## src/burng_pkg.sv

```systemverilog
// Package for the bounded uniform index generator.
// Holds the generator constants and the sequencer state type; no dependencies.
`default_nettype none

package burng_pkg;

	localparam int unsigned WordW = 64;
	localparam int unsigned HalfW = WordW / 2;

	localparam logic [WordW-1:0] GoldenGamma = 64'h9E37_79B9_7F4A_7C15;
	localparam logic [WordW-1:0] MixMulA     = 64'hBF58_476D_1CE4_E5B9;
	localparam logic [WordW-1:0] MixMulB     = 64'h94D0_49BB_1331_11EB;
	localparam int unsigned MixShiftA = 30;
	localparam int unsigned MixShiftB = 27;
	localparam int unsigned MixShiftC = 31;

	localparam logic ReqDraw = 1'b0;
	localparam logic ReqSeed = 1'b1;

	typedef enum logic [2:0] {
		ST_IDLE,
		ST_THR_DIV,
		ST_ADV,
		ST_MUL_A,
		ST_MUL_B,
		ST_CHECK,
		ST_MOD_DIV,
		ST_DONE
	} seq_state_t;

endpackage

`default_nettype wire

```

## src/bounded_uniform_index_rng_top.sv

```systemverilog
// Bounded uniform index generator: SplitMix64 state with rejection sampling.
// Uses burng_pkg for constants and the sequencer state type.
//
//   channel | handshake              | payload
//   --------+------------------------+----------------------------
//   in      | in_valid / in_stall    | req_type, limit, seed
//   out     | out_valid / out_stall  | index
//
// A seed word, or a draw with a limit of at most one, goes straight to completion. Any other
// draw runs a 64-bit remainder pass for the rejection threshold, then for each generator
// output an advance, two multiply states and a check, and a second remainder pass on the
// accepted output; the shared radix-2 divider does both passes.
// arst_n clears the sequencer and loads the golden-ratio constant into the state.
// A new word is taken whenever the sequencer is idle; a stalled result stays put.
`default_nettype none

module bounded_uniform_index_rng_top
	import burng_pkg::*;
(
	input  wire logic             clk,
	input  wire logic             arst_n,
	input  wire logic             in_valid,
	output logic                  in_stall,
	input  wire logic             req_type,
	input  wire logic [WordW-1:0] limit,
	input  wire logic [WordW-1:0] seed,
	output logic                  out_valid,
	input  wire logic             out_stall,
	output logic [WordW-1:0]      index
);

	localparam int unsigned CntW = $clog2(WordW);
	localparam logic [CntW-1:0] CntLast = CntW'(WordW - 1);

	seq_state_t state_q, state_d;

	logic [WordW-1:0] gen_q;
	logic [WordW-1:0] lim_q;
	logic [WordW-1:0] thr_q;
	logic [WordW-1:0] z_q;
	logic [WordW-1:0] acc_q;
	logic [WordW-1:0] res_q;
	logic [WordW-1:0] rem_q;
	logic [WordW-1:0] dvd_q;
	logic [CntW-1:0]  cnt_q;
	logic [1:0]       mstep_q;
	logic             out_valid_q;
	logic [WordW-1:0] index_q;

	logic             in_acc;
	logic             out_free;
	logic [WordW-1:0] gen_adv;
	logic [HalfW-1:0] mul_a;
	logic [HalfW-1:0] mul_b;
	logic [WordW-1:0] mul_const;
	logic [WordW-1:0] prod;
	logic [WordW-1:0] mul_sum;
	logic [WordW:0]   div_r;
	logic [WordW:0]   div_diff;
	logic [WordW-1:0] rem_next;

	assign in_acc   = in_valid && !in_stall;
	assign out_free = !out_valid_q || !out_stall;
	assign gen_adv  = gen_q + GoldenGamma;

	// Shared multiplier: the low 64 bits of z times a constant, built from three
	// 32x32 partial products on successive cycles.
	always_comb begin
		mul_const = (state_q == ST_MUL_B) ? MixMulB : MixMulA;
		mul_a     = (mstep_q == 2'd2) ? z_q[WordW-1:HalfW] : z_q[HalfW-1:0];
		mul_b     = (mstep_q == 2'd1) ? mul_const[WordW-1:HalfW] : mul_const[HalfW-1:0];
		prod      = {{HalfW{1'b0}}, mul_a} * {{HalfW{1'b0}}, mul_b};
		mul_sum   = acc_q + {prod[HalfW-1:0], {HalfW{1'b0}}};
	end

	// Shared restoring divider step: one quotient bit per cycle, remainder only.
	always_comb begin
		div_r    = {rem_q, dvd_q[WordW-1]};
		div_diff = div_r - {1'b0, lim_q};
		rem_next = div_diff[WordW] ? div_r[WordW-1:0] : div_diff[WordW-1:0];
	end

	always_ff @(posedge clk or negedge arst_n) begin
		if (!arst_n) begin
			state_q <= ST_IDLE;
		end else begin
			state_q <= state_d;
		end
	end

	always_comb begin
		state_d  = state_q;
		in_stall = (state_q != ST_IDLE);
		case (state_q)
			ST_IDLE: begin
				if (in_valid) begin
					if (req_type == ReqSeed || limit <= WordW'(1)) begin
						state_d = ST_DONE;
					end else begin
						state_d = ST_THR_DIV;
					end
				end
			end
			ST_THR_DIV: begin
				if (cnt_q == CntLast) state_d = ST_ADV;
			end
			ST_ADV: state_d = ST_MUL_A;
			ST_MUL_A: begin
				if (mstep_q == 2'd2) state_d = ST_MUL_B;
			end
			ST_MUL_B: begin
				if (mstep_q == 2'd2) state_d = ST_CHECK;
			end
			ST_CHECK: state_d = (z_q >= thr_q) ? ST_MOD_DIV : ST_ADV;
			ST_MOD_DIV: begin
				if (cnt_q == CntLast) state_d = ST_DONE;
			end
			ST_DONE: begin
				if (out_free) state_d = ST_IDLE;
			end
			default: state_d = ST_IDLE;
		endcase
	end

	// Generator state, control counters and the output valid flag.
	always_ff @(posedge clk or negedge arst_n) begin
		if (!arst_n) begin
			gen_q       <= GoldenGamma;
			cnt_q       <= '0;
			mstep_q     <= '0;
			out_valid_q <= 1'b0;
		end else begin
			if (in_acc && req_type == ReqSeed) begin
				gen_q <= (seed == '0) ? GoldenGamma : seed;
			end else if (state_q == ST_ADV) begin
				gen_q <= gen_adv;
			end

			if (state_q == ST_THR_DIV || state_q == ST_MOD_DIV) begin
				cnt_q <= cnt_q + CntW'(1);
			end else begin
				cnt_q <= '0;
			end

			if (state_q == ST_MUL_A || state_q == ST_MUL_B) begin
				mstep_q <= (mstep_q == 2'd2) ? 2'd0 : mstep_q + 2'd1;
			end else begin
				mstep_q <= '0;
			end

			if (state_q == ST_DONE && out_free) begin
				out_valid_q <= 1'b1;
			end else if (!out_stall) begin
				out_valid_q <= 1'b0;
			end
		end
	end

	// Datapath registers.
	always_ff @(posedge clk) begin
		case (state_q)
			ST_IDLE: begin
				if (in_acc) begin
					lim_q <= limit;
					res_q <= '0;
					rem_q <= '0;
					dvd_q <= ~limit + WordW'(1);
				end
			end
			ST_THR_DIV: begin
				rem_q <= rem_next;
				dvd_q <= {dvd_q[WordW-2:0], 1'b0};
				if (cnt_q == CntLast) thr_q <= rem_next;
			end
			ST_ADV: begin
				z_q <= gen_adv ^ (gen_adv >> MixShiftA);
			end
			ST_MUL_A, ST_MUL_B: begin
				case (mstep_q)
					2'd0: acc_q <= prod;
					2'd1: acc_q <= mul_sum;
					default: begin
						if (state_q == ST_MUL_A) begin
							z_q <= mul_sum ^ (mul_sum >> MixShiftB);
						end else begin
							z_q <= mul_sum ^ (mul_sum >> MixShiftC);
						end
					end
				endcase
			end
			ST_CHECK: begin
				rem_q <= '0;
				dvd_q <= z_q;
			end
			ST_MOD_DIV: begin
				rem_q <= rem_next;
				dvd_q <= {dvd_q[WordW-2:0], 1'b0};
				if (cnt_q == CntLast) res_q <= rem_next;
			end
			ST_DONE: begin
				if (out_free) index_q <= res_q;
			end
			default: begin
			end
		endcase
	end

	assign out_valid = out_valid_q;
	assign index     = index_q;

	// A result handed to the output is below the limit of its draw, or zero.
	assert property (@(posedge clk) disable iff (!arst_n)
		(state_q == ST_DONE) |-> (res_q == '0 || res_q < lim_q))
		else $error("result not below limit");

	// The rejection threshold is a remainder by the limit.
	assert property (@(posedge clk) disable iff (!arst_n)
		(state_q == ST_ADV) |-> (thr_q < lim_q))
		else $error("threshold not below limit");

	// An accepted output always leads straight to a modulo pass.
	assert property (@(posedge clk) disable iff (!arst_n)
		(state_q == ST_CHECK && z_q >= thr_q) |=> (state_q == ST_MOD_DIV && cnt_q == '0))
		else $error("accepted output did not start the modulo pass");

	// The output register is only loaded from the completion state.
	assert property (@(posedge clk) disable iff (!arst_n)
		$rose(out_valid_q) |-> ($past(state_q) == ST_DONE))
		else $error("result word raised outside completion");

endmodule

`default_nettype wire

```

## config.mk

```make
export PLATFORM = sky130hd
export DESIGN_NAME = bounded_uniform_index_rng_top
export DESIGN_NICKNAME = d
export VERILOG_FILES = /design/src/burng_pkg.sv /design/src/bounded_uniform_index_rng_top.sv
export SDC_FILE = /design/constraint.sdc
export NUM_CORES = 2
export LEC_CHECK = 0
export BUFFER_PORTS_ARGS = -buffer_cell sky130_fd_sc_hd__buf_4
export CORE_MARGIN = 3
export CORE_UTILIZATION = 55
export CTS_BUF_LIST = sky130_fd_sc_hd__clkbuf_4
export DETAILED_ROUTE_END_ITERATION = 8
export PLACE_DENSITY = 0.69
export RECOVER_POWER = 25
export SLEW_MARGIN = 20
export SYNTH_ARGS = -nofsm -noshare
export SYNTH_HDL_FRONTEND = slang
export SYNTH_SLANG_ARGS = --single-unit
```

## constraint.sdc

```tcl
create_clock -name clk -period 15.3 [get_ports clk]
set_clock_uncertainty 0.15 [all_clocks]
set_input_delay 2.295 -clock clk [delete_from_list [all_inputs] [get_ports clk]]
set_output_delay 2.295 -clock clk [all_outputs]
set_load 0.005 [all_outputs]
```

Word-level counts from Yosys, hierarchy flattened
Cells that the tools add are included.
{"block": "totals", "reg_bits": 588, "inputBits": 133, "output_inout_bits": 66, "word_cells": 106}
{"block": "op_classes", "addsub": 6, "n_mul": 1, "magnitude_cmp": 2, "eq_ne": 19, "mux": 31, "n_bitwise": 4, "reduce_logical": 30}
{"op": "two-way mux 64 bit", "n": 9}
{"op": "case mux 64 bit (2 select lines)", "n": 3}
{"op": "case mux 64 bit (3 select lines)", "n": 2}
{"op": "subtractor 65 x 64 -> 65 bit", "n": 1}
{"op": "adder 64 x 1 -> 64 bit (second input constant)", "n": 1}
{"op": "adder 64 bit", "n": 1}
{"op": "adder 64 bit (second input constant)", "n": 1}
{"op": "greater-or-equal comparator 64 bit", "n": 1}
{"op": "less-or-equal comparator 64 x 1 -> 1 bit (second input constant)", "n": 1}
{"op": "logical NOT 64 bit", "n": 1}
{"op": "multiplier 32 x 32 -> 64 bit", "n": 1}
{"op": "two-way mux 32 bit", "n": 2}
{"op": "NOT 64 bit", "n": 1}
{"op": "bitwise XOR 64 x 33 -> 64 bit", "n": 1}
{"op": "bitwise XOR 64 x 34 -> 64 bit", "n": 1}
{"op": "bitwise XOR 64 x 37 -> 64 bit", "n": 1}
{"op": "two-way mux 62 bit", "n": 1}
{"op": "two-way mux 3 bit", "n": 8}
{"op": "case mux 3 bit (8 select lines)", "n": 1}
{"op": "!= test 2 bit (second input constant)", "n": 8}
{"op": "== test 3 bit (second input constant)", "n": 4}
{"op": "AND reduction 2 bit", "n": 6}
{"op": "nonzero test 2 bit", "n": 4}
{"op": "adder 6 x 1 -> 6 bit (second input constant)", "n": 1}
{"op": "19 further kinds", "n": 32}

Logic depth before layout (Yosys ltp)
{"block": "depth", "depth_word": 9, "mapped_depth": 40, "mapped_depth_nobuf": 39}

Worst setup path after synthesis
Ideal clock, no wire load.
{"block": "synth_path", "kind": "in2reg", "start": "in in_valid", "end": "reg dvd_q[0] (enable)", "setup_ns": 0.792, "arrival_time_ns": 11.305, "required_ns": 14.358, "setup_slack_ns": 3.053, "stages": 2, "path_buffers": 0, "cell_sequence": "a21oi_1 > o21ai_0"}
{"block": "synth_between", "elab_chain_len": 3}
{"item": "start: declaration", "line": "bounded_uniform_index_rng_top.sv:22", "rtl": "input wire logic in_valid,"}
{"item": "logical AND 1 bit", "line": "bounded_uniform_index_rng_top.sv:62", "rtl": "assign in_acc = in_valid && !in_stall;"}
{"item": "!= test 2 bit (no source line)"}
{"item": "AND reduction 2 bit (no source line)"}
{"item": "end signal: assignment", "line": "bounded_uniform_index_rng_top.sv:167", "rtl": "dvd_q <= ~limit + WordW'(1);"}
{"item": "end signal: assignment", "line": "bounded_uniform_index_rng_top.sv:172", "rtl": "dvd_q <= {dvd_q[WordW-2:0], 1'b0};"}
{"item": "end signal: assignment", "line": "bounded_uniform_index_rng_top.sv:193", "rtl": "dvd_q <= z_q;"}
{"item": "end: declaration", "line": "bounded_uniform_index_rng_top.sv:44", "rtl": "logic [WordW-1:0] dvd_q;"}
No other way between the ends.
A chain may end at the register's enable or synchronous reset.

Worst setup path after layout
{"block": "layout_path", "start": "reg mstep_q[1]", "end": "reg z_q[30] (data pin)"}
{"block": "layout_between", "elab_chain_len": 8, "elab_cells_between_ends": 11, "classes_between": "add/sub (1); mul (1); eq/ne (2); mux (5); bitwise (2)"}
{"item": "start: declaration", "line": "bounded_uniform_index_rng_top.sv:46", "rtl": "logic [1:0] mstep_q;"}
{"item": "start signal: assignment", "line": "bounded_uniform_index_rng_top.sv:146", "rtl": "mstep_q <= (mstep_q == 2'd2) ? 2'd0 : mstep_q + 2'd1;"}
{"item": "== test 2 bit / == test 2 x 1 -> 1 bit (equally long branches)", "line": "bounded_uniform_index_rng_top.sv:70, bounded_uniform_index_rng_top.sv:71"}
{"item": "two-way mux 32 bit (on tied branches)", "line": "bounded_uniform_index_rng_top.sv:70, bounded_uniform_index_rng_top.sv:71"}
{"item": "multiplier 32 x 32 -> 64 bit *", "line": "bounded_uniform_index_rng_top.sv:72", "rtl": "prod = {{HalfW{1'b0}}, mul_a} * {{HalfW{1'b0}}, mul_b};"}
{"item": "adder 64 bit *", "line": "bounded_uniform_index_rng_top.sv:73", "rtl": "mul_sum = acc_q + {prod[HalfW-1:0], {HalfW{1'b0}}};"}
{"item": "bitwise XOR 64 x 33 -> 64 bit / bitwise XOR 64 x 37 -> 64 bit (equally long branches)", "line": "bounded_uniform_index_rng_top.sv:186, bounded_uniform_index_rng_top.sv:184"}
{"item": "two-way mux 64 bit *", "line": "bounded_uniform_index_rng_top.sv:183", "rtl": "if (state_q == ST_MUL_A) begin"}
{"item": "two-way mux 64 bit *", "line": "bounded_uniform_index_rng_top.sv:179", "rtl": "case (mstep_q)"}
{"item": "case mux 64 bit (2 select lines) *", "line": "bounded_uniform_index_rng_top.sv:161", "rtl": "case (state_q)"}
{"item": "end signal: assignment", "line": "bounded_uniform_index_rng_top.sv:176", "rtl": "z_q <= gen_adv ^ (gen_adv >> MixShiftA);"}
{"item": "end signal: assignment", "line": "bounded_uniform_index_rng_top.sv:184", "rtl": "z_q <= mul_sum ^ (mul_sum >> MixShiftB);"}
{"item": "end signal: assignment", "line": "bounded_uniform_index_rng_top.sv:186", "rtl": "z_q <= mul_sum ^ (mul_sum >> MixShiftC);"}
{"item": "end: declaration", "line": "bounded_uniform_index_rng_top.sv:40", "rtl": "logic [WordW-1:0] z_q;"}
Every way passes the cells marked *; elsewhere a longest branch is shown, timed or not. The select of a mux whose other input is x is not followed.

==> results.json <==
{
  "cts_sinks": 588,
  "dp.cells": 7964,
  "numCtsBuffers": 156,
  "fmax_mhz": 74.84,
  "gr-total-overflow": 0,
  "post-dp-hpwl_um": 184300,
  "avgRoutedWirePerCell_um": 27.19,
  "synth_fp_nets": 7883,
  "relSlewSlack_pct": -163.1,
  "finalNetCount": 8061,
  "antenna_found_initial": 15,
  "asyncSetResetFlopFracSynth_pct": 12.93,
  "holdBufCountCts": 0,
  "cpMaxStageDelayCell": "clkbuf_1",
  "maxSlewViolCount": 307,
  "place_area_sq_um": 66620,
  "dp_slack_ns": 3.249,
  "num_vias": 50652,
  "use_met1_pct": 48.99,
  "layout-drive-gt1-share_pct": 8.458,
  "fin_setup_tns_ns": 0,
  "hp-start": "res_q[60]$_SDFFCE_PN0P_",
  "grt_max_degree": 109,
  "hold_violations": 0,
  "netlist_instances": 6432,
  "setup_violations": 0,
  "synth_flop_cell": "edfxtp_1",
  "avgSynthCellArea_sq_um": 9.887,
  "cpMostUsedCell": "fa_1",
  "core_region_area_sq_um": 114500,
  "yosysSeqAreaShare_pct": 27.24,
  "grt_use_met2_pct": 57.95,
  "first_pass_iters": 8,
  "reg2reg_from": "mstep_q[1]$_DFF_PN0_",
  "clk_latency_ns": 1.08,
  "final-instance-count-excl-fill": 8266,
  "ys_warn_count": 0,
  "dieArea_sq_um": 119700,
  "grt_pass1_wl_um": 332100,
  "holdCritPathClass": "register to register",
  "cp_data_arrival_time_ns": 13.96,
  "area_growth_pct": 7.608,
  "setup_slack_ns": 1.938,
  "dieHeight_um": 346.0,
  "cts-root-buf": "clkbuf_4",
  "failed_checks": "capacitance limit, slew limit",
  "io_pins": 199,
  "fp-row-count": 124,
  "min_period_ns": 13.36,
  "gr-usage-all-layers_pct": 37.64,
  "maxCapViolCount": 6,
  "max_stage_delay_ns": 1.37,
  "worstMarginPinSlew_ns": 3.947,
  "drt-vias-per-instance": 6.128,
  "drt_iter0_drc": 5384,
  "post-cts-setup-buffer-count": 0,
  "top_usage_layer": "met2",
  "ant_nets": 0,
  "place_congestion": 1.067,
  "status": "finished, violations left",
  "cts_htree_levels": 4,
  "cts.reportedPaths.clkPinSlew_ns": 0.06,
  "synth.distinct_cells": 93,
  "ctsResizeCount": 0,
  "hold_path_depth": 0,
  "crit_fanout": 26,
  "worstSetupEndpointType": "register",
  "port_buffers": 198,
  "design_area_sq_um": 68430,
  "synth_edf_count": 512,
  "syn_area_sq_um": 63590,
  "ys_seq_elements": 588,
  "grt_use_met3_pct": 8.315,
  "clk_path_buf_depth": 3,
  "rsz0062_at_grt": "no",
  "totalWireLength_um": 224700,
  "period_share_pct": 87.33,
  "start_kind": "register",
  "start_util_pct": 55.54,
  "die_w_um": 346.0,
  "cp.required_ns": 15.90,
  "post-route-drc-count": 0,
  "cts_tree": "yes",
  "worstSetupPathType": "register to register",
  "worstSetupStartpoint": "mstep_q[1]$_DFF_PN0_",
  "rr_worst_depth": 36,
  "grt_pass1_vias": 51106
}
stage by stage:
step | hold WS, ns | util [%]
floorplan | 0.2503 | -
global placement | 0.2502 | 58.18
detailed placement | 0.2552 | 58.18
CTS | 0.2218 | 59.96
global route | 0.2489 | 59.71
finish | 0.2024 | 59.76
cell usage in the layout, fill, tap and decap left out, types with 20 or more instances in the layout:
cell type / instances
xnor2_1: 194
fa_1: 822
nand3_1: 75
and2_1: 66
a21oi_1: 276
inv_1: 1166
and3_1: 29
clkbuf_4: 229
o21a_1: 31
nor3_1: 103
buf_4: 174
or3_1: 25
o21ai_0: 304
diode_2: 27
edfxtp_1: 512
nand4_1: 56
dfstp_2: 38
a22oi_1: 61
xor2_1: 134
a21o_1: 134
nor2_1: 579
o211ai_1: 22
mux2i_1: 73
nand2_1: 448
clkbuf_1: 72
ha_1: 496
a221oi_1: 20
a31oi_1: 35
o21bai_1: 26
a211oi_1: 30
o22ai_1: 32
mux2_2: 29
nor4_1: 46
clkinv_1: 31
dfrtp_1: 38
cell usage after synthesis, types with 27 or more instances:
cell type,instances,area (sq um)
o21ai_0,306,1531
nor3_1,106,530.5
nor2_1,584,2192
clkbuf_1,190,713.2
and3_1,30,187.7
nor4_1,47,294.0
and2_1,69,431.7
edfxtp_1,512,15370
nand4_1,56,350.3
nand3_1,75,375.4
a22oi_1,61,457.9
a211oi_1,30,225.2
dfstp_2,38,998.5
mux2_2,29,326.6
a21o_1,134,1006
xnor2_1,194,1699
nand2_1,452,1697
mux2i_1,73,730.7
xor2_1,134,1174
ha_1,496,6206
dfrtp_1,38,950.9
inv_1,1166,4377
o22ai_1,32,200.2
o21a_1,31,232.7
o21bai_1,27,202.7
a31oi_1,35,219.0
fa_1,822,16460
a21oi_1,277,1386
flip-flops by register name (all words and copies together) (netlist names):
name       cells
z_q           64
rem_q         64
acc_q         64
cnt_q          6
lim_q         64
dvd_q         64
index         64
gen_q         64
mstep_q        2
thr_q         64
res_q         64
state_q        3
out_valid      1
per-layer routing:
metal | part of all wire [%] | up-vias
met4 | 7.2 | 10
met5 | 0.026 | -
met3 | 9.8 | 694
met2 | 45 | 2953
met1 | 38 | 25096
li1 | - | 21899
critical path, delay by kind of cell, from the launching register on:
family	cells	cell delay, ns
AND/OR/NAND/NOR	7	1.79
multiplexers	1	0.53
buffers and inverters	5	2.14
flip-flops	1	0.55
XOR/XNOR	2	1.02
adder cells (fa/ha/maj)	10	4.33
AO/OA/AOI/OAI	11	2.54
path summary, 6_finish.rpt:
check | slack (ns) | to
setup / recovery | 1.94 | z_q[30]$_DFFE_PP_
hold / removal | 0.20 | index[60]$_DFFE_PP_
setup reg to reg | 1.94 | z_q[30]$_DFFE_PP_
hold reg to reg | 0.20 | index[60]$_DFFE_PP_
max in group asynchronous | 9.75 | mstep_q[1]$_DFF_PN0_
min in group asynchronous | 1.21 | gen_q[23]$_DFFE_PN0P_
kinds of logic after synthesis:
logic type               synth area share [%]
AO/OA/AOI/OAI                           11.52
XOR/XNOR                                4.555
adder cells (fa/ha/maj)                 35.64
buffers and inverters                   8.305
flip-flops                              27.24
multiplexers                            1.663
other                                0.005897
AND/OR/NAND/NOR                         11.07
final cells by class:
cell class | count | area (sq um)
Fill cell | 10103 | 46070
Antenna cell | 27 | 67.56
Clock buffer | 229 | 1719
Multi-Input combinational cell | 4444 | 41120
Tap cell | 1512 | 1892
Inverter | 1173 | 4403
Timing Repair Buffer | 247 | 1597
Sequential cell | 588 | 17320
Clock inverter | 46 | 312.8
Power is left out: the tool's default activity adds up to more than one toggle a clock period on the data nets, which glitch-free logic cannot reach.
